File: src/rtl/cfp_pkg.sv
// Shared types and constants for the position-to-CQI pipeline.
package cfp_pkg;

  localparam int REG_IDX_W = 3;

  typedef enum logic [REG_IDX_W-1:0] {
    REG_STATION_X     = 3'd0,
    REG_STATION_Y     = 3'd1,
    REG_TX_POWER      = 3'd2,
    REG_REFERENCE     = 3'd3,
    REG_SLOPE         = 3'd4,
    REG_NOISE_FLOOR   = 3'd5,
    REG_SINR_OFFSET   = 3'd6
  } reg_idx_t;

  localparam int TX_W      = 6;
  localparam int REF_W     = 7;
  localparam int SLOPE_W   = 6;
  localparam int NOISE_W   = 9;
  localparam int OFFSET_W  = 8;
  localparam int BASE_W    = 11;
  localparam int QUALITY_W = 8;

  localparam logic [TX_W-1:0]     TX_RESET     = 6'd46;
  localparam logic [REF_W-1:0]    REF_RESET    = 7'd30;
  localparam logic [SLOPE_W-1:0]  SLOPE_RESET  = 6'd30;
  localparam logic [NOISE_W-1:0]  NOISE_RESET  = 9'h19B;
  localparam logic [OFFSET_W-1:0] OFFSET_RESET = 8'd30;

  localparam int                  HLG_W            = 14;
  localparam logic [HLG_W-1:0]    HALF_LOG10_2_Q16 = 14'd9864;
  localparam int                  DIST_LOG_INT     = 4;
  localparam int                  MANT_W           = 32;
  localparam int                  MANT_FRAC        = 31;
  localparam int                  QSHIFT_EXTRA     = 14;
  localparam int                  BASE_SHIFT_EXTRA = 16;
  localparam logic [QUALITY_W-1:0] QUALITY_MAX     = 8'd240;

  typedef struct packed {
    logic valid;
    logic zero;
  } pipe_ctl_t;

  typedef struct packed {
    logic signed [BASE_W-1:0] base;
    logic [SLOPE_W-1:0]       slope;
  } qual_cfg_t;

endpackage

File: src/rtl/cfp_dist.sv
// Squared distance pipeline: difference and magnitude, squares, sum.
module cfp_dist #(
  parameter int POS_BITS = 16
) (
  input  logic                          clk,
  input  logic                          rst_n,
  input  logic                          adv,
  input  logic                          in_valid,
  input  logic [POS_BITS-1:0]           pos_x,
  input  logic [POS_BITS-1:0]           pos_y,
  input  logic [POS_BITS-1:0]           station_x,
  input  logic [POS_BITS-1:0]           station_y,
  output cfp_pkg::pipe_ctl_t            ctl_o,
  output logic [2*POS_BITS:0]           sum_o
);

  localparam int DW    = POS_BITS + 1;
  localparam int SQ_W  = 2 * POS_BITS;
  localparam int SUM_W = 2 * POS_BITS + 1;

  logic [DW-1:0]       dx, dy, ndx, ndy;
  logic [POS_BITS-1:0] ax_nxt, ay_nxt;
  logic [POS_BITS-1:0] ax_r, ay_r;
  logic [SQ_W-1:0]     sqx_r, sqy_r;
  logic [SUM_W-1:0]    sum_r;
  logic                v1_r, v2_r;
  cfp_pkg::pipe_ctl_t  ctl_r;

  always_comb begin
    dx     = {pos_x[POS_BITS-1], pos_x} - {station_x[POS_BITS-1], station_x};
    dy     = {pos_y[POS_BITS-1], pos_y} - {station_y[POS_BITS-1], station_y};
    ndx    = -dx;
    ndy    = -dy;
    ax_nxt = dx[DW-1] ? ndx[POS_BITS-1:0] : dx[POS_BITS-1:0];
    ay_nxt = dy[DW-1] ? ndy[POS_BITS-1:0] : dy[POS_BITS-1:0];
  end

  always_ff @(posedge clk) begin
    if (!rst_n) begin
      v1_r  <= 1'b0;
      v2_r  <= 1'b0;
      ctl_r <= '0;
    end else if (adv) begin
      v1_r       <= in_valid;
      v2_r       <= v1_r;
      ctl_r.valid <= v2_r;
      ctl_r.zero  <= (sqx_r == '0) && (sqy_r == '0);
    end
  end

  always_ff @(posedge clk) begin
    if (adv) begin
      ax_r  <= ax_nxt;
      ay_r  <= ay_nxt;
      sqx_r <= SQ_W'(ax_r) * SQ_W'(ax_r);
      sqy_r <= SQ_W'(ay_r) * SQ_W'(ay_r);
      sum_r <= SUM_W'(sqx_r) + SUM_W'(sqy_r);
    end
  end

  assign ctl_o = ctl_r;
  assign sum_o = sum_r;

endmodule

File: config.mk
export PLATFORM = sky130hd
export DESIGN_NAME = cfp_dist
export DESIGN_NICKNAME = d
export VERILOG_FILES = /design/src/rtl/cfp_pkg.sv /design/src/rtl/cfp_dist.sv
export SDC_FILE = /design/constraint.sdc
export NUM_CORES = 1
export LEC_CHECK = 0
export ABC_AREA = 1
export ABC_CLOCK_PERIOD_IN_PS = 9600
export BUFFER_PORTS_ARGS = -buffer_cell sky130_fd_sc_hd__buf_2
export CORE_ASPECT_RATIO = 1.25
export CORE_MARGIN = 2
export CORE_UTILIZATION = 65
export DETAILED_ROUTE_END_ITERATION = 6
export GPL_TIMING_DRIVEN = 0
export PLACE_DENSITY = 0.89
export SLEW_MARGIN = 20
export SYNTH_ARGS = -nofsm -noshare
export SYNTH_HDL_FRONTEND = slang
export SYNTH_SLANG_ARGS = --single-unit
export TNS_END_PERCENT = 1
File: constraint.sdc
create_clock -name clk -period 9.6 [get_ports clk]
set_input_delay 0.48 -clock clk [delete_from_list [all_inputs] [get_ports clk]]
set_output_delay 0.48 -clock clk [all_outputs]
set_load 0.01 [all_outputs]
# Yosys cells after proc, flatten, opt, wreduce, memory -nomap -nowiden
# Cells that the tools add are included.
[word_totals]
reg_bits = 133
inputBits = 68
out_inout_bits = 35
wordCells = 21
[classes]
addsub = 5
multipliers = 2
n_mux = 2
reduce_logical = 3
[op_table]
columns = ["operator", "count"]
rows = [
  ["logical NOT 32 bit", 2],
  ["multiplier 16 x 16 -> 32 bit", 2],
  ["subtractor 16 x 16 -> 17 bit", 2],
  ["adder 32 x 32 -> 33 bit", 1],
  ["two-way mux 16 bit", 2],
  ["negation 16 bit", 2],
  ["logical AND 1 bit", 1],
]

# Depth between registers and ports, before layout
[depth]
ltp_word = 3
depth_mapped = 27
mapped_depth_nobuf = 25

# Least setup slack after synthesis
# OpenSTA, ideal clock, no wires.
[synth_path]
kind = "register -> register"
start = "register ax_r[8]"
end = "register sqx_r[18] (data pin)"
arrival_time_ns = 5.224
setup_slack_ns = 4.123
path_stages_with_launch = 22
period_less_slack_ns = 5.477
cell_sequence = "edfxtp_1 clkbuf_1 clkbuf_1 nand2_1 fa_1 inv_1 fa_1 inv_1 fa_1 fa_1 fa_1 fa_1 inv_1 ha_1 nand2_1 nor2_1 nand2_1 nand2_1 a31oi_1 or2_2 nand3_1 nand2_1"
[synth_via]
elab_chain_cells = 1
[synth_rtl]
columns = ["element", "line", "text"]
rows = [
  ["start: declaration", "cfp_dist.sv:23", "logic [POS_BITS-1:0] ax_r, ay_r;"],
  ["start signal: assignment", "cfp_dist.sv:53", "ax_r <= ax_nxt;"],
  ["multiplier 16 x 16 -> 32 bit", "cfp_dist.sv:55", "sqx_r <= SQ_W'(ax_r) * SQ_W'(ax_r);"],
  ["end signal: assignment", "cfp_dist.sv:55", ""],
  ["end: declaration", "cfp_dist.sv:24", "logic [SQ_W-1:0] sqx_r, sqy_r;"],
]
# No other way between the ends.
# A chain may end at the register's enable or synchronous reset.

# Worst setup path after layout
[layout_path]
start = "register ay_r[7]"
end = "register sqy_r[28] (data pin)"
[layout_via]
elab_chain_cells = 1
[layout_rtl]
columns = ["element", "line", "text"]
rows = [
  ["start: declaration", "cfp_dist.sv:23", ""],
  ["start signal: assignment", "cfp_dist.sv:54", "ay_r <= ay_nxt;"],
  ["multiplier 16 x 16 -> 32 bit", "cfp_dist.sv:56", "sqy_r <= SQ_W'(ay_r) * SQ_W'(ay_r);"],
  ["end signal: assignment", "cfp_dist.sv:56", ""],
  ["end: declaration", "cfp_dist.sv:24", ""],
]
# No other way between the ends.

==> impl_metrics.yaml <==
critical_path:
  cp_slowest_cell: "clkbuf_1"
  crit_type: "flop to flop"
  cp_slowest_stage_delay_ns: 0.68
  worstPathMaxFanout: 10
  path_buf_inv: 8
  crit_chain: "clkbuf_1 > clkbuf_1 > inv_1 > fa_1 > inv_1 > fa_1 > inv_1 > fa_1 > inv_1 > fa_1 > fa_1 > inv_1 > fa_1 > inv_1 > ha_1 > nand2_1 > o21ai_0 > a21oi_1 > or2_2 > nand3_1 > xor2_1"
  worstSetupEndpoint: "sqy_r[28]$_DFFE_PP_"
  crit_path_end_kind: "flop"
  start_kind: "flop"
  timing.rr.end: "sqy_r[28]$_DFFE_PP_"
  cp.required_ns: 9.88
  cp_top_family: "adder cells"
  ff2ff_path_depth: 21
  reg2reg_from: "ay_r[7]$_DFFE_PP_"
  crit_cells: 21
  rrSetupSlack_ns: 2.89
  crit_arrival_ns: 6.99
  crit_start: "ay_r[7]$_DFFE_PP_"
floorplan:
  io_pins: 103
  start_util_pct: 65.5
  rows: 78
  die_w_um: 175
  fp.dieH_um: 217
  design.die.area_mm2: 0.0379
  core_area_mm2: 0.0361
status:
  status: "finished, final reports clean"
min_path:
  hold_class: "input pin to flop"
yosys:
  ys_ff_latch: 131
  postSynth.asyncResetShare_pct: 0
  yosysTopAreaCellShare_pct: 27.6
  yosysMostFrequentCell: "inv_1"
  synthTopCellsByCount: "inv_1 (776), nand2_1 (667), fa_1 (326)"
  ys.flop_type: "edfxtp_1"
  synth_area_leaders: "fa_1 (28%), edfxtp_1 (16%), ha_1 (14%)"
  syn_area_per_cell_um2: 7.99
  ys_seq_area_share_pct: 16.5
  syn-num-nets: 3620
  ys_types: 42
  synth_top_cell_by_area: "fa_1"
  synth-edff-count: 127
  synth_area_mm2: 0.0236
  ys_warn_count: 0
  netlist_instances: 2961
detailed_routing:
  drc: 0
  met2_length_um: 28400
  drtAntennaViolNets: 0
  first_iter_violations: 1438
  drt-pass1-iter-count: 6
  finalWirelength_um: 56100
  met1Wirelength_um: 21300
  via_count: 19500
  met3_length_um: 3490
  routed.top_layer: "met4"
  detail_route.wl_per_cell_um: 15.7
  via_per_inst: 5.46
clock_network:
  cts_root_buf: "clkbuf_16"
  cts_buffers: 17
  clock_latency_ns: 0.46
  cts_tree: "built"
  cts_resized: 0
  holdBufCountCts: 0
  clkTransAtPathRegs_ns: 0.07
  htree_levels: 4
  cts_buffer_depth: 2
  cts_setup_buffers: 0
  cts_sinks: 131
placement:
  hpwlAfterDp_um: 47100
  io_buffers: 102
  gp_congestion: 0.971
final_layout:
  drive_gt1_share_pct: 5.91
  syn_to_final_growth_pct: 7.23
  antenna_cells: 0
  nets: 3742
sta:
  final.min_clock_period_ns: 6.71
  period_share_pct: 69.9
  setup_tns_ns: 0
  fmax_ghz: 0.149
  finalHoldViolations: 0
  worstMarginPinSlew_ns: 0.812
  rsz0062_at_grt: "no"
  slew-limit-headroom_pct: 45.9
  fin_skew_ns: 0.0137
  slew_violations: 0
  setup_viol: 0
grt:
  grt_max_degree: 77
  first_global_vias: 20500
  overflow: 0
  grt_util_all_layers_pct: 31.0
  grt_pass1_wl_um: 93900
  antenna_found_initial: 1
run:
  maxCapViolCount: 0
-- layout by cell type, fill, tap and decap left out, types with 15 or more instances in the layout --
master	synthesis	final
edfxtp_1	127	127
xnor2_1	37	37
buf_2	0	101
nand3_1	95	95
clkbuf_1	60	61
nand2_1	667	667
fa_1	326	326
nor4_1	15	15
xor2_1	83	83
nor3_1	23	23
ha_1	265	265
o21ai_0	65	65
nor2_1	152	152
inv_1	776	776
clkbuf_16	0	17
nand4_1	25	25
a21oi_1	130	130
nand2_2	18	18
-- stage by stage --
| step | setup WS (ns) | hold WS [ns] | cells | instance area, um2 | utilization (%) |
|---|---|---|---|---|---|
| 2_1_floorplan | 4.12 | 0.424 | 2961 | 23600 | - |
| 3_3_place_gp | 3.10 | 0.461 | 3543 | 24800 | 68.6 |
| 3_5_place_dp | 3.01 | 0.489 | 3544 | 24800 | 68.6 |
| 4_1_cts | 2.98 | 0.245 | 3576 | 25400 | 70.2 |
| 5_1_grt | 2.55 | 0.291 | 3576 | 25400 | 70.2 |
| 6_report | 2.89 | 0.244 | 3576 | 25400 | 70.2 |
-- worst min-delay path by stage --
| stage | end | slack (ns) | from | depth (start not counted) |
|---|---|---|---|---|
| floorplan | sqx_r[0]$_DFFE_PP_ | 0.42 | ax_r[0]$_DFFE_PP_ | 0 |
| global placement | ctl_o[0]$_SDFFE_PN0P_ | 0.46 | ctl_o[0]$_SDFFE_PN0P_ | 2 |
| detailed placement | v2_r$_SDFFE_PN0P_ | 0.49 | v1_r$_SDFFE_PN0P_ | 2 |
| CTS | v1_r$_SDFFE_PN0P_ | 0.24 | in_valid | 3 |
| global route | v1_r$_SDFFE_PN0P_ | 0.29 | in_valid | 3 |
| finish | v1_r$_SDFFE_PN0P_ | 0.24 | in_valid | 3 |
-- logic make-up (layout without fill, tap and decap cells) --
kind of cell | Yosys count | after routing | synth area share (%)
XOR/XNOR | 122 | 122 | 4.63
adder cells (fa/ha/maj) | 591 | 591 | 41.6
flip-flops | 131 | 131 | 16.5
AND/OR/NAND/NOR | 1027 | 1027 | 18.1
AO/OA/AOI/OAI | 249 | 249 | 5.81
buffers and inverters | 841 | 976 | 13.4
-- flip-flops by register name (all words and copies together) (netlist names) --
| name | count |
|---|---|
| v2_r | 1 |
| ctl_o | 2 |
| sqx_r | 31 |
| ay_r | 16 |
| ax_r | 16 |
| v1_r | 1 |
| sum_o | 33 |
| sqy_r | 31 |
-- worst register-to-register path, cell delays in order (launching register included) --
cell      delay, ns
edfxtp_1       0.33
clkbuf_1       0.52
clkbuf_1       0.69
inv_1          0.19
fa_1           0.58
inv_1          0.05
fa_1           0.50
inv_1          0.06
fa_1           0.53
inv_1          0.05
fa_1           0.46
fa_1           0.50
inv_1          0.05
fa_1           0.49
inv_1          0.05
ha_1           0.37
nand2_1        0.12
o21ai_0        0.30
a21oi_1        0.13
or2_2          0.29
nand3_1        0.09
xor2_1         0.19
-- per-layer routing --
metal | vias up | track usage (%)
met1 | 9276 | 35.6
met4 | 0 | 16.5
met2 | 767 | 55.5
met5 | - | 0
met3 | 219 | 4.79
li1 | 9248 | -
-- cell type report --
class	instances	area, um2
Tap cell	480	601
Inverter	779	2920
Sequential cell	131	3890
Buffer	62	248
Clock inverter	14	136
Fill cell	2808	10800
Clock buffer	18	429
Timing Repair Buffer	103	544
Multi-Input combinational cell	1989	16600
Power is not shown: default switching activity piles up to over one toggle a cycle in this logic, so the estimate is an artifact.
