[src/rtl/cfp_pkg.sv]
// Shared types and constants for the position-to-CQI pipeline.
package cfp_pkg;

  localparam int REG_IDX_W = 3;

  typedef enum logic [REG_IDX_W-1:0] {
    REG_STATION_X     = 3'd0,
    REG_STATION_Y     = 3'd1,
    REG_TX_POWER      = 3'd2,
    REG_REFERENCE     = 3'd3,
    REG_SLOPE         = 3'd4,
    REG_NOISE_FLOOR   = 3'd5,
    REG_SINR_OFFSET   = 3'd6
  } reg_idx_t;

  localparam int TX_W      = 6;
  localparam int REF_W     = 7;
  localparam int SLOPE_W   = 6;
  localparam int NOISE_W   = 9;
  localparam int OFFSET_W  = 8;
  localparam int BASE_W    = 11;
  localparam int QUALITY_W = 8;

  localparam logic [TX_W-1:0]     TX_RESET     = 6'd46;
  localparam logic [REF_W-1:0]    REF_RESET    = 7'd30;
  localparam logic [SLOPE_W-1:0]  SLOPE_RESET  = 6'd30;
  localparam logic [NOISE_W-1:0]  NOISE_RESET  = 9'h19B;
  localparam logic [OFFSET_W-1:0] OFFSET_RESET = 8'd30;

  localparam int                  HLG_W            = 14;
  localparam logic [HLG_W-1:0]    HALF_LOG10_2_Q16 = 14'd9864;
  localparam int                  DIST_LOG_INT     = 4;
  localparam int                  MANT_W           = 32;
  localparam int                  MANT_FRAC        = 31;
  localparam int                  QSHIFT_EXTRA     = 14;
  localparam int                  BASE_SHIFT_EXTRA = 16;
  localparam logic [QUALITY_W-1:0] QUALITY_MAX     = 8'd240;

  typedef struct packed {
    logic valid;
    logic zero;
  } pipe_ctl_t;

  typedef struct packed {
    logic signed [BASE_W-1:0] base;
    logic [SLOPE_W-1:0]       slope;
  } qual_cfg_t;

endpackage

[src/rtl/cfp_quality.sv]
// Path loss scaling, link budget and saturation into the CQI result register.
module cfp_quality #(
  parameter int POS_BITS      = 16,
  parameter int LOG_FRAC_BITS = 8
) (
  input  logic                                            clk,
  input  logic                                            rst_n,
  input  logic                                            adv,
  input  cfp_pkg::pipe_ctl_t                              ctl_i,
  input  logic [$clog2(2*POS_BITS+1)+LOG_FRAC_BITS-1:0]   l2_i,
  input  cfp_pkg::qual_cfg_t                              qcfg,
  output logic                                            valid_o,
  output logic [cfp_pkg::QUALITY_W-1:0]                   quality_o,
  output logic                                            clamped_o
);

  localparam int F     = LOG_FRAC_BITS;
  localparam int NB    = $clog2(2 * POS_BITS + 1);
  localparam int L2_W  = NB + F;
  localparam int T_W   = L2_W + 1;
  localparam int P1_W  = T_W + cfp_pkg::SLOPE_W + 1;
  localparam int P2_W  = P1_W + cfp_pkg::HLG_W + 1;
  localparam int BT_W  = cfp_pkg::BASE_W + F + cfp_pkg::BASE_SHIFT_EXTRA;
  localparam int NUM_W = ((P2_W > BT_W) ? P2_W : BT_W) + 1;
  localparam int RSH   = F + cfp_pkg::QSHIFT_EXTRA;
  localparam int RAW_W = NUM_W - RSH;
  localparam int QW    = cfp_pkg::QUALITY_W;

  localparam logic signed [T_W-1:0]   T_OFS   = T_W'(cfp_pkg::DIST_LOG_INT) << F;
  localparam logic signed [RAW_W-1:0] RAW_MAX = RAW_W'(cfp_pkg::QUALITY_MAX);

  logic signed [T_W-1:0]   t;
  logic signed [P1_W-1:0]  prod1_nxt, prod1_r;
  logic signed [P2_W-1:0]  prod2_r;
  logic signed [NUM_W-1:0] num;
  logic signed [RAW_W-1:0] raw;
  cfp_pkg::pipe_ctl_t      c1_r, c2_r;
  logic                    valid_r;
  logic [QW-1:0]           quality_nxt, quality_r;
  logic                    clamped_nxt, clamped_r;

  always_comb begin
    t         = $signed({1'b0, l2_i}) - T_OFS;
    prod1_nxt = t * $signed({1'b0, qcfg.slope});
  end

  always_comb begin
    num = (NUM_W'(qcfg.base) <<< (F + cfp_pkg::BASE_SHIFT_EXTRA)) - NUM_W'(prod2_r);
    raw = $signed(num[NUM_W-1:RSH]);
    if (c2_r.zero) begin
      quality_nxt = cfp_pkg::QUALITY_MAX;
      clamped_nxt = 1'b1;
    end else if (raw[RAW_W-1]) begin
      quality_nxt = '0;
      clamped_nxt = 1'b1;
    end else if (raw > RAW_MAX) begin
      quality_nxt = cfp_pkg::QUALITY_MAX;
      clamped_nxt = 1'b1;
    end else begin
      quality_nxt = raw[QW-1:0];
      clamped_nxt = 1'b0;
    end
  end

  always_ff @(posedge clk) begin
    if (!rst_n) begin
      c1_r    <= '0;
      c2_r    <= '0;
      valid_r <= 1'b0;
    end else if (adv) begin
      c1_r    <= ctl_i;
      c2_r    <= c1_r;
      valid_r <= c2_r.valid;
    end
  end

  always_ff @(posedge clk) begin
    if (adv) begin
      prod1_r   <= prod1_nxt;
      prod2_r   <= prod1_r * $signed({1'b0, cfp_pkg::HALF_LOG10_2_Q16});
      quality_r <= quality_nxt;
      clamped_r <= clamped_nxt;
    end
  end

  assign valid_o   = valid_r;
  assign quality_o = quality_r;
  assign clamped_o = clamped_r;

endmodule

[config.mk]
export PLATFORM = sky130hd
export DESIGN_NAME = cfp_quality
export DESIGN_NICKNAME = d
export VERILOG_FILES = /design/src/rtl/cfp_pkg.sv /design/src/rtl/cfp_quality.sv
export SDC_FILE = /design/constraint.sdc
export NUM_CORES = 1
export LEC_CHECK = 0
export BUFFER_PORTS_ARGS = -buffer_cell sky130_fd_sc_hd__buf_2
export CAP_MARGIN = 30
export CORE_ASPECT_RATIO = 0.6
export CORE_UTILIZATION = 40
export DETAILED_ROUTE_END_ITERATION = 16
export GPL_ROUTABILITY_DRIVEN = 0
export SYNTH_ARGS = -nofsm -noshare
export SYNTH_HDL_FRONTEND = slang
export SYNTH_SLANG_ARGS = --single-unit
[constraint.sdc]
create_clock -name clk -period 9.98 [get_ports clk]
set_input_delay 1.497 -clock clk [delete_from_list [all_inputs] [get_ports clk]]
set_output_delay 1.497 -clock clk [all_outputs]
set_load 0.05 [all_outputs]
# Word level (Yosys, flattened, before mapping)

Index checks and enable logic that the tools add are counted.

Bits in registers: 70
Bits of input ports: 36
Output and inout bits: 10
Logic and storage cells: 20

Add/subtract/negate cells: 2
Multipliers: 2
Magnitude comparators: 1
Multiplexer cells: 3
Reduce and logical (&&, ||, !) cells: 2

Operators with widths:

| cell                                                                             | number |
|---|---|
| 35-bit by 37-bit subtractor with 38-bit output                                   | 1 |
| 22-bit by 12-bit multiplier with 34-bit output, second input constant            | 1 |
| 15-bit by 7-bit multiplier with 22-bit output                                    | 1 |
| 16-bit by 9-bit greater-than comparator with 1-bit output, second input constant | 1 |
| 8-bit two-way mux                                                                | 2 |
| 14-bit by 11-bit subtractor with 15-bit output, second input constant            | 1 |
| 3-bit OR reduction                                                               | 1 |
| 2-bit OR reduction                                                               | 1 |
| 1-bit two-way mux                                                                | 1 |

# Logic depth before layout (Yosys ltp)

Word-level depth: 4
Gate-level depth with buffers: 20
Mapped depth without buffers: 19

# Worst setup path after synthesis

Ideal clock, no wire load.

Kind: input-to-reg
Start: input port l2_i[10]
End: register prod1_r[20], data pin
Library setup time: 0.258 ns
Arrival time: 5.793 ns
Required time: 9.722 ns
Setup slack: 3.929 ns
Cell stages on the path: 17
Buffers on the path: 0
Cell sequence: inv_1 -> ha_1 -> nor3b_1 -> and2_1 -> inv_1 -> fa_1 -> fa_1 -> inv_1 -> fa_1 -> inv_1 -> fa_1 -> inv_1 -> ha_1 -> and3_1 -> a2111o_1 -> a21oi_2 -> xnor2_1

Cells in the longest elaborated chain, start to end: 2

Ends and longest elaborated chain:

| element                                        | RTL line          | source |
|---|---|---|
| from (decl)                                    | cfp_quality.sv:10 | `input logic [$clog2(2*POS_BITS+1)+LOG_FRAC_BITS-1:0] l2_i,` |
| 14-bit by 11-bit subtractor with 15-bit output | cfp_quality.sv:43 | `t = $signed({1'b0, l2_i}) - T_OFS;` |
| 15-bit by 7-bit multiplier with 22-bit output  | cfp_quality.sv:44 | `prod1_nxt = t * $signed({1'b0, qcfg.slope});` |
| named net prod1_nxt[20]                        | cfp_quality.sv:33 | `logic signed [P1_W-1:0] prod1_nxt, prod1_r;` |
| to (signal assigned)                           | cfp_quality.sv:79 | `prod1_r <= prod1_nxt;` |
| to (decl)                                      | cfp_quality.sv:33 |  |

The timed path passes the listed nets, and every way through them passes these cells.
A chain may end at the register's enable or synchronous reset.

# Worst setup path in the final report

Start: input port l2_i[10]
End: register prod1_r[21], data pin

The elaborated chain is that of the path after synthesis.

==> metrics.md <==
| Metric | Value |
|---|---|
| Crit-path max cell delay | `0.58 ns` |
| Antenna violations before repair | `0` |
| Chip width | `210 um` |
| Most frequent CP cell | `inv_1` |
| Synth top cells by count | `249 x inv_1, 177 x ha_1, 126 x fa_1` |
| FF+latch count, synth | `70` |
| H-tree levels | `3` |
| Final Critical Period | `6.21 ns` |
| Max-Cap Viols | `0` |
| GR Layer Usage met2 | `22.6%` |
| Hold Buf Count CTS | `0` |
| Syn. warnings | `0` |
| DRC Markers | `0` |
| Pre-CTS setup slack | `3.45 ns` |
| GRT Overall Usage | `15.5%` |
| Multiplexer share of the synthesized area | `0.576%` |
| Number of DRC markers in iteration 0 | `289` |
| Synth top area cells | `fa_1 24%, ha_1 21%, edfxtp_1 19%, inv_1 9.0%, and2_1 3.7%` |
| Vias in the first global route | `6856` |
| Syn_area_per_cell | `9.98 sq um` |
| Area fraction of the dominant cell type after synthesis | `24.2%` |
| Seq/Total Area, Yosys | `19.7%` |
| Setup crit end kind | `register` |
| Top Usage Layer GRT | `met1` |
| Final setup viols | `0` |
| CTS tree | `done` |
| Yosys cell types | `61` |
| Wirelength per Cell | `13.4 um` |
| Dpl hpwl | `16.3 mm` |
| Largest net degree at the start of global routing | `71` |
| Post-Synth Adder-Cell Area | `45.4%` |
| Req. time, crit path | `10.06 ns` |
| Setup ws final | `3.77 ns` |
| CTS sink count | `70` |
| Worst EP arrival | `6.29 ns` |
| Ant. Diodes | `0` |
| Placed cell area | `11100 sq um` |
| Design area | `11400 sq um` |
| Router iterations before antenna repair | `4` |
| Synthesized area | `10400 sq um` |
| Finished Layout Cells | `1449` |
| Main synth FF type | `edfxtp_1` |
| I/O pin cnt | `46` |
| Ratio of cells with drive above 1 in the final layout | `7.38%` |
| Nets | `1431` |
| CP max-delay cell | `fa_1` |
| CP Cell Sequence | `buf_2, inv_1, ha_1, nor3b_1, and2_1, inv_1, fa_1, fa_1, inv_1, fa_1, inv_1, fa_1, inv_1, ha_1, and3_1, o211ai_1, nand2_1, o41ai_1, xnor2_1` |
| Leading area contributor after synthesis | `fa_1` |
| CP bufs+invs | `6` |
| Count of final hold-check violations | `0` |
| Setup TNS | `0 ns` |
| Chip Height | `127 um` |
| Synth Area in Compound Gates | `7.63%` |
| Hold Path Class | `reg2reg` |
| Grt ovf | `0` |
| Final WL | `19.4 mm` |
| Die area | `26700 sq um` |
| Max Clock Freq | `161 MHz` |
| Critical Path Fanout Max | `7` |
| Synth Area in Simple Gates | `12.6%` |
| Detail Route Antenna Nets | `0` |
| Slew Limit Fails | `0` |
| Met1 Use GR | `24.5%` |
| Worst Skew | `0.0111 ns` |
| Root Driver | `clkbuf_16` |
| PostCTS Resize Cnt | `0` |
| Row count | `45` |
| Clock Path Buffers | `2` |
| First-pass GRT wire length | `33.5 mm` |
| Worst-Skew Late Latency | `0.34 ns` |
| Via count | `6925` |
| Initial cell density of the core | `41.0%` |
| I/O Buffers | `45` |
| Cell count after synthesis | `1045` |
| Main combinational cell family by area after synthesis | `adder cells` |
| Placed instance count | `1433` |
| CP top delay family | `adder cells` |
| Unrepaired setup endpoints after global routing | `false` |
| Slew HR | `37.7%` |
| CTS buffer count | `9` |
| Final Cycle Share | `62.2%` |
| Most frequent cell after synthesis | `inv_1` |
| Critical path type | `in2reg` |
| Core Area | `25400 sq um` |
| CP Launch Type | `primary input` |
| Post-synth EDFFs | `65` |
| Area Overhead vs Synth | `8.87%` |
| Mapped Nets | `1384` |
| Worst-margin pin slew | `0.934 ns` |
| DR vias/cell | `4.78` |
| # Post-CTS Setup Buffers | `0` |
| Status | `finished, final reports clean` |
| GR met3 Demand/Resource | `1.99%` |
| Clock Pin Slew Worst Setup and Hold Paths | `0.06 ns` |
| Xor-xnor portion of the synthesized cell area | `4.79%` |
| Synth async-reset ratio | `0%` |
[final cells by class]
class                           instances  area, sq um
Tap cell                              352          440
Inverter                              249          935
Multi-Input combinational cell        716         7400
Fill cell                            2487        14100
Clock buffer                            9          225
Timing Repair Buffer                   46          233
Sequential cell                        70         2050
Clock inverter                          7         63.8
[registers in the layout, summed over array words and instances (netlist names)]
| signal | flops |
|---|---|
| clamped_o | 1 |
| prod1_r | 22 |
| c1_r | 2 |
| c2_r | 2 |
| quality_o | 8 |
| valid_o | 1 |
| prod2_r | 34 |
[final timing paths]
path	endpoint	cells after the start	startpoint	slack (ns)
worst max-delay path	prod1_r[21]	19	l2_i[10]	3.77
worst min-delay path	valid_o	2	valid_o	0.52
worst max register to register	prod2_r[31]	16	prod1_r[6]	4.77
worst min register to register	valid_o	2	valid_o	0.52
[kinds of logic after synthesis]
| kind of cell | Yosys count |
|---|---|
| muxes | 6 |
| adders and majority gates | 303 |
| AOI/OAI and AO/OA | 114 |
| DFF | 70 |
| buffers and inverters | 259 |
| xor gates and xnor gates | 57 |
| and+or+nand+nor | 236 |
[routing by layer]
metal | share of wire (%) | wire length, um
met5 | 0 | 0
met4 | 0.43 | 83
met3 | 2.1 | 400
met2 | 41 | 8030
met1 | 56 | 10800
[metrics by stage]
stage / hold WS [ns] / utilization (%)
detailed placement: 0.510 / 43.5
global placement: 0.502 / 43.5
CTS: 0.528 / 44.6
global route: 0.553 / 44.6
floorplan: 0.482 / -
finish: 0.523 / 44.6
[placed cells by master, fill, tap and decap left out, types with 3 or more instances in the layout]
cell and instances:
or2_2 3, nand3_1 12, nor3_1 18, clkbuf_16 9, a211oi_1 3, and2_1 62, xnor2_1 43, nor2b_1 25
nor2_1 27, a21oi_2 4, ha_1 177, o21ai_1 5, inv_1 249, nand4_1 3, a21oi_1 31, o211ai_1 4
mux2i_1 6, dfxtp_1 5, o21bai_1 5, nand2b_1 7, o31ai_1 4, and3_1 5, o21a_1 6, a21o_1 16
nor4_1 5, nor3b_1 5, xor2_1 14, o21ai_0 9, buf_2 45, a31oi_1 7, edfxtp_1 65, nand2_1 44
fa_1 126, or3_1 7
[worst reg2reg max path, stage by stage, from the launching register on]
cell and delay (ns):
edfxtp_1 0.52, ha_1 0.35, ha_1 0.30, fa_1 0.54, inv_1 0.06, fa_1 0.50
fa_1 0.54, inv_1 0.04, ha_1 0.34, a21o_1 0.19, a21oi_1 0.27, nor3b_1 0.30
a211o_1 0.26, a31oi_4 0.14, a41oi_1 0.28, mux2i_1 0.20, nand3_1 0.10
Power is left out: the tool's default activity adds up to more than one toggle a clock period on the data nets, which glitch-free logic cannot reach.
