<file path="src/rtl/cfp_pkg.sv">
// Shared types and constants for the position-to-CQI pipeline.
package cfp_pkg;

  localparam int REG_IDX_W = 3;

  typedef enum logic [REG_IDX_W-1:0] {
    REG_STATION_X     = 3'd0,
    REG_STATION_Y     = 3'd1,
    REG_TX_POWER      = 3'd2,
    REG_REFERENCE     = 3'd3,
    REG_SLOPE         = 3'd4,
    REG_NOISE_FLOOR   = 3'd5,
    REG_SINR_OFFSET   = 3'd6
  } reg_idx_t;

  localparam int TX_W      = 6;
  localparam int REF_W     = 7;
  localparam int SLOPE_W   = 6;
  localparam int NOISE_W   = 9;
  localparam int OFFSET_W  = 8;
  localparam int BASE_W    = 11;
  localparam int QUALITY_W = 8;

  localparam logic [TX_W-1:0]     TX_RESET     = 6'd46;
  localparam logic [REF_W-1:0]    REF_RESET    = 7'd30;
  localparam logic [SLOPE_W-1:0]  SLOPE_RESET  = 6'd30;
  localparam logic [NOISE_W-1:0]  NOISE_RESET  = 9'h19B;
  localparam logic [OFFSET_W-1:0] OFFSET_RESET = 8'd30;

  localparam int                  HLG_W            = 14;
  localparam logic [HLG_W-1:0]    HALF_LOG10_2_Q16 = 14'd9864;
  localparam int                  DIST_LOG_INT     = 4;
  localparam int                  MANT_W           = 32;
  localparam int                  MANT_FRAC        = 31;
  localparam int                  QSHIFT_EXTRA     = 14;
  localparam int                  BASE_SHIFT_EXTRA = 16;
  localparam logic [QUALITY_W-1:0] QUALITY_MAX     = 8'd240;

  typedef struct packed {
    logic valid;
    logic zero;
  } pipe_ctl_t;

  typedef struct packed {
    logic signed [BASE_W-1:0] base;
    logic [SLOPE_W-1:0]       slope;
  } qual_cfg_t;

endpackage

</file>
<file path="src/rtl/cfp_regs.sv">
// Configuration register file and derived link-budget constant.
module cfp_regs #(
  parameter int POS_BITS = 16,
  parameter int DATA_W   = 16
) (
  input  logic                          clk,
  input  logic                          rst_n,
  input  logic                          wr_en,
  input  logic [cfp_pkg::REG_IDX_W-1:0] wr_index,
  input  logic [DATA_W-1:0]             wr_data,
  output logic [POS_BITS-1:0]           station_x,
  output logic [POS_BITS-1:0]           station_y,
  output cfp_pkg::qual_cfg_t            qcfg
);

  localparam int BW = cfp_pkg::BASE_W;

  logic [POS_BITS-1:0]              station_x_r;
  logic [POS_BITS-1:0]              station_y_r;
  logic [cfp_pkg::TX_W-1:0]         tx_r;
  logic [cfp_pkg::REF_W-1:0]        ref_r;
  logic [cfp_pkg::SLOPE_W-1:0]      slope_r;
  logic [cfp_pkg::NOISE_W-1:0]      noise_r;
  logic [cfp_pkg::OFFSET_W-1:0]     offset_r;
  cfp_pkg::qual_cfg_t               qcfg_r;
  logic signed [BW-1:0]             base_nxt;

  always_ff @(posedge clk) begin
    if (!rst_n) begin
      station_x_r <= '0;
      station_y_r <= '0;
      tx_r        <= cfp_pkg::TX_RESET;
      ref_r       <= cfp_pkg::REF_RESET;
      slope_r     <= cfp_pkg::SLOPE_RESET;
      noise_r     <= cfp_pkg::NOISE_RESET;
      offset_r    <= cfp_pkg::OFFSET_RESET;
    end else if (wr_en) begin
      case (wr_index)
        cfp_pkg::REG_STATION_X:   station_x_r <= wr_data[POS_BITS-1:0];
        cfp_pkg::REG_STATION_Y:   station_y_r <= wr_data[POS_BITS-1:0];
        cfp_pkg::REG_TX_POWER:    tx_r        <= wr_data[cfp_pkg::TX_W-1:0];
        cfp_pkg::REG_REFERENCE:   ref_r       <= wr_data[cfp_pkg::REF_W-1:0];
        cfp_pkg::REG_SLOPE:       slope_r     <= wr_data[cfp_pkg::SLOPE_W-1:0];
        cfp_pkg::REG_NOISE_FLOOR: noise_r     <= wr_data[cfp_pkg::NOISE_W-1:0];
        cfp_pkg::REG_SINR_OFFSET: offset_r    <= wr_data[cfp_pkg::OFFSET_W-1:0];
        default: ;
      endcase
    end
  end

  always_comb begin
    base_nxt = $signed({{(BW-cfp_pkg::TX_W){1'b0}}, tx_r})
             - $signed({{(BW-cfp_pkg::NOISE_W){noise_r[cfp_pkg::NOISE_W-1]}}, noise_r})
             - $signed({{(BW-cfp_pkg::OFFSET_W){offset_r[cfp_pkg::OFFSET_W-1]}}, offset_r})
             - $signed({{(BW-cfp_pkg::REF_W){1'b0}}, ref_r});
  end

  always_ff @(posedge clk) begin
    qcfg_r.base  <= base_nxt;
    qcfg_r.slope <= slope_r;
  end

  assign station_x = station_x_r;
  assign station_y = station_y_r;
  assign qcfg      = qcfg_r;

endmodule

</file>
<file path="config.mk">
export PLATFORM = sky130hd
export DESIGN_NAME = cfp_regs
export DESIGN_NICKNAME = d
export VERILOG_FILES = /design/src/rtl/cfp_pkg.sv /design/src/rtl/cfp_regs.sv
export SDC_FILE = /design/constraint.sdc
export NUM_CORES = 1
export LEC_CHECK = 0
export ABC_AREA = 1
export BUFFER_PORTS_ARGS = -buffer_cell sky130_fd_sc_hd__buf_2
export CORE_AREA = 2 2 95 97
export DETAILED_ROUTE_END_ITERATION = 7
export DIE_AREA = 0 0 97 99
export PLACE_DENSITY = 0.68
export REMOVE_ABC_BUFFERS = 1
export SLEW_MARGIN = 20
export SYNTH_ARGS = -nofsm -noshare
export SYNTH_HDL_FRONTEND = slang
export SYNTH_SLANG_ARGS = --single-unit
</file>
<file path="constraint.sdc">
create_clock -name clk -period 2.3 [get_ports clk]
set_input_delay 0.23 -clock clk [delete_from_list [all_inputs] [get_ports clk]]
set_output_delay 0.23 -clock clk [all_outputs]
set_load 0.01 [all_outputs]
</file>
; ---- Yosys cells after proc, flatten, opt, wreduce, memory -nomap -nowiden
; Cells that the tools add are included.
[classes]
n_addsub = 3
n_eq_ne = 6
reduce_logical = 8
[ops]
columns = operator, n
row1 = 2-bit AND reduction, 7
row2 = 10-bit by 8-bit subtractor with 11-bit output, 1
row3 = 11-bit by 8-bit subtractor with 11-bit output, 1
row4 = 7-bit by 9-bit subtractor with 10-bit output, 1
row5 = 3-bit equality test (second input constant), 3
row6 = 3-bit by 2-bit equality test with 1-bit output (second input constant), 2
row7 = 3-bit by 1-bit equality test with 1-bit output (second input constant), 1
row8 = 3-bit zero test, 1
[totals]
reg_bits = 85
input_bits = 22
output_inout_bits = 49
elab_cells = 26

; ---- Longest topological paths before layout
[logic_depth]
word_depth = 3
mapped_depth = 14
ltp_nobuf = 14

; ---- Least setup slack after synthesis
; No wires, ideal clock.
[synth_timing]
kind = reg2reg
startpoint = register ref_r[5] in the netlist's numbering
endpoint = register qcfg_r, in the netlist qcfg[14]
setup_time_ns = 0.112
arrival_time_ns = 2.304
required_time_ns = 2.188
slack_ns = -0.117
path_stages_with_launch = 13
path_buffers = 0
period_less_slack_ns = 2.417
path_cell_list = dfxtp_1 > inv_1 > fa_1 > inv_1 > fa_1 > inv_1 > ha_1 > a21oi_1 > nor2_1 > nor2_1 > nand2_1 > nand2_1 > nand2_1
[synth_between]
elab_chain_len = 1
[synth_rtl]
columns = element, line
row1 = "start, declared", cfp_regs.sv:21  ; logic [cfp_pkg::REF_W-1:0] ref_r;
row2 = "start signal, assigned", cfp_regs.sv:33  ; ref_r <= cfp_pkg::REF_RESET;
row3 = "start signal, assigned", cfp_regs.sv:42  ; cfp_pkg::REG_REFERENCE: ref_r <= wr_data[cfp_pkg::REF_W-1:0];
row4 = 11-bit by 8-bit subtractor with 11-bit output, cfp_regs.sv:55  ; - $signed({{(BW-cfp_pkg::REF_W){1'b0}}, ref_r});
row5 = named net base_nxt[8], cfp_regs.sv:26  ; logic signed [BW-1:0] base_nxt;
row6 = "end, declared", cfp_regs.sv:25  ; cfp_pkg::qual_cfg_t qcfg_r;
; The timed path passes the listed nets, and every way through them passes these cells.
; A chain may end at the register's enable or synchronous reset.

; ---- Worst setup path in the final report
[layout_timing]
startpoint = register offset_r[0] in the netlist's numbering
endpoint = register qcfg_r, in the netlist qcfg[14]
[layout_between]
elab_chain_len = 2
[layout_rtl]
columns = element, line
row1 = "start, declared", cfp_regs.sv:24  ; logic [cfp_pkg::OFFSET_W-1:0] offset_r;
row2 = "start signal, assigned", cfp_regs.sv:36  ; offset_r <= cfp_pkg::OFFSET_RESET;
row3 = "start signal, assigned", cfp_regs.sv:45  ; cfp_pkg::REG_SINR_OFFSET: offset_r <= wr_data[cfp_pkg::OFFSET_W-1:0];
row4 = 10-bit by 8-bit subtractor with 11-bit output, cfp_regs.sv:54  ; - $signed({{(BW-cfp_pkg::OFFSET_W){offset_r[cfp_pkg::OFFSET_W-1]}}, offset_r})
row5 = 11-bit by 8-bit subtractor with 11-bit output, cfp_regs.sv:55
row6 = named net base_nxt[8], cfp_regs.sv:26
; The timed path passes the listed nets, and every way through them passes these cells.

==> out/qor.tcl <==
set qor(power_switching_w) 0.001067
set qor(critPathMaxFanout) 3
set qor(die_h_um) 99
set qor(pre_cts_slack_ps) -286.6
set qor(drtPass1Iterations) 4
set qor(r2r.worst_path.cells) 10
set qor(route.final.wire_length_um) 8758
set qor(max-cap-violations) 0
set qor(timing.setup.critical_path_class) {flip-flop to flip-flop}
set qor(ff2ff_setup_slack_ps) -120
set qor(clock_tree_from_tritoncts) {yes}
set qor(cts_root_buf) {clkbuf_8}
set qor(powerDensity_nw_per_um2) 745.2
set qor(detail-route-antenna-nets) 0
set qor(grt_antenna_before_repair) 0
set qor(period_minus_slack_ps) 2416
set qor(synth.top_cell.area_share_pct) 45.33
set qor(max_transition_margin_pct) 60.24
set qor(min-delay-path-class) {input pin to flip-flop}
set qor(rsz_0062_raised_after_global_routing) {true}
set qor(drt-vias-per-instance) 4.826
set qor(maxClockFrequency_ghz) 0.4139
set qor(worst_setup_path_start_kind) {flip-flop}
set qor(fin_ws_ps) -116.3
set qor(layout_common_cells) {nor2_1 (80), dfxtp_1 (79), nand2_1 (73)}
set qor(cts.clk_slew.worst_paths_ps) 90
set qor(clockPowerShare_pct) 30.2
set qor(vias) 3296
set qor(netlist-cell-type-count) 22
set qor(yosysTopAreaCell) {dfxtp_1}
set qor(worst_setup_path_startpoint) {offset_r[0]}
set qor(synth.cell_area_um2) 3754
set qor(clock_skew_ps) 13.55
set qor(leakage_nw) 2.433
set qor(ant_diodes) 0
set qor(design.portCount) 71
set qor(tot_pwr_w) 0.003531
set qor(cts_max_level) 3
set qor(initial_core_util_pct) 43.90
set qor(grt_start_max_net_pins) 36
set qor(endpoint) {qcfg[14]}
set qor(p_seq_share_pct) 45.9
set qor(design.die.area_um2) 9603
set qor(core_area_um2) 8551
set qor(ctsLongestPathBuffers) 2
set qor(crit-reg2reg-capture) {qcfg[14]}
set qor(numClockSinks) 85
set qor(port-buffer-count) 70
set qor(dieWidth_um) 97
set qor(combPwrFrac_pct) 23.9
set qor(final_common_cell) {nor2_1}
set qor(globalRoute.totalOverflow) 0
set qor(synth_area_leaders) {dfxtp_1 (45%), nor2_1 (8.1%), nand2_1 (8.0%)}
set qor(grt_pass1_wl_um) 14870
set qor(power.internal_w) 0.002464
set qor(final_core_utilization_pct) 55.41
set qor(global_route.usage.total_pct) 18.91
set qor(design.final.nets) 623
set qor(report.final.setup_viol) 6
set qor(worst_path_arrival_time_ps) 2670
set qor(failed_checks) {setup timing}
set qor(max_slew.worst_pin.slew_ps) 595.7
set qor(cts_hold_buf) 0
set qor(gpl_congestion) 0.8513
set qor(timing.rr.start) {offset_r[0]}
set qor(critical_path_required_ps) 2560
set qor(post_route_fraction_of_the_period_consumed_by_the_critical_path_pct) 105.1
set qor(routed_wire_length_per_instance_um) 12.82
set qor(postSynthRegisterBits) 85
set qor(synth-warning-count) 0
set qor(slew_viol_final) 0
set qor(clock_insertion_delay_worst_skew_ps) 350
set qor(setup.worst_path.end_class) {flip-flop}
set qor(drt_iter0_markers) 144
set qor(vdd_drop_max_mv) 0.3509
set qor(synthesis.area_per_instance_um2) 7.869
set qor(sw_frac_of_total_pct) 30.21
set qor(outcome) {finished, violations left}
set qor(area_delta_synth_final_pct) 26.23
set qor(report.final.hold_viol_count) 0
set qor(rows) 34
set qor(remaining_drc_errors) 0
set qor(numCtsBuffers) 9
set qor(ratio_of_cells_with_drive_above_1_in_the_final_layout_pct) 28.00
set qor(share_of_the_yosys_chip_area_belonging_to_registers_pct) 45.33
set qor(dp_hpwl_um) 6055
set qor(number_of_global_route_vias_before_repair) 3266
set qor(syn_inst) 477
## flip-flops by register name, summed over array words and instances (netlist names)
register	cells
station_x	16
qcfg	17
noise_r	9
ref_r	7
tx_r	6
slope_r	6
station_y	16
offset_r	8
## routing by layer
layer | track usage (%) | part of all wire (%)
met1 | 23.16 | 44
met2 | 31.73 | 48
met3 | 5.957 | 7.0
met4 | 6.392 | 1.5
met5 | 0 | 0
## logic make-up after synthesis
kind of cell    after synthesis  synth area share, %
buf+inv                      91                9.766
fa+ha+maj                    30                12.60
flops                        85                45.33
simple gates                192                20.80
compound gates               76                10.80
xor+xnor                      3               0.7001
## per-stage QoR
stage	std cells	hold WS, ps	area, um^2	TNS (ps)
detailed placement	666	338.4	4350	-1783
global placement	666	334.8	4350	-1137
CTS	682	104.0	4679	-480.2
finish	683	113.7	4738	-453.5
floorplan	466	314.1	3687	-576.5
global route	683	104.2	4738	-1088
## critical path, stage by stage, from the launching register on
cell,delay (ps)
dfxtp_2,340
ha_4,240
fa_1,500
fa_2,380
fa_2,390
inv_2,90
nand3_2,70
nand3_2,100
nand2_1,90
nand3_1,80
nand2_1,50
## synthesized netlist by cell type
cell	number
buf_2	2
nand4_1	2
clkinv_1	1
o211ai_1	10
o21ai_1	4
o21ai_0	44
fa_1	13
nor2_1	81
xnor2_1	1
ha_1	17
clkbuf_1	6
inv_2	3
a21oi_1	18
nand3_1	22
nand2_1	80
buf_6	3
nand2_2	1
nor2_2	4
inv_1	76
xor2_1	2
dfxtp_1	85
nor2_4	2
## power groups by stage
stage	Combinational [W]	Sequential [W]	Clock [W]
floorplan	0.000355	0.00171	0
global placement	0.000683	0.00165	0
detailed placement	0.000700	0.00165	0
CTS	0.000791	0.00162	0.00108
global route	0.000940	0.00164	0.00115
finish	0.000844	0.00162	0.00107
## final cells by class
type	instances	area, um^2
fill	795	3812
multi-input combinational	301	1852
sequential	85	1709
timing repair buffer	94	546.8
inverter	80	300.3
tap	108	135.1
clock buffer	9	123.9
clock inverter	6	71.32
## worst min-delay path by stage
stage                start             to  slack [ps]  depth (start not counted)
2_1_floorplan        rst_n     noise_r[0]         310                          1
3_3_place_gp    slope_r[0]        qcfg[0]         330                          0
3_5_place_dp    slope_r[5]        qcfg[5]         340                          0
4_1_cts        wr_data[11]  station_x[11]         100                          3
5_1_grt        wr_data[11]  station_x[11]         100                          3
6_report       wr_data[14]  station_y[14]         110                          3
## repair_timing
action	CTS	global route
endpoints found under the setup margin	9	9
gates resized for setup	28	19
endpoints found under the hold margin	0	0
pin swaps	18	15
setup buffers	1	2
Power figures use the tool's default switching activity.
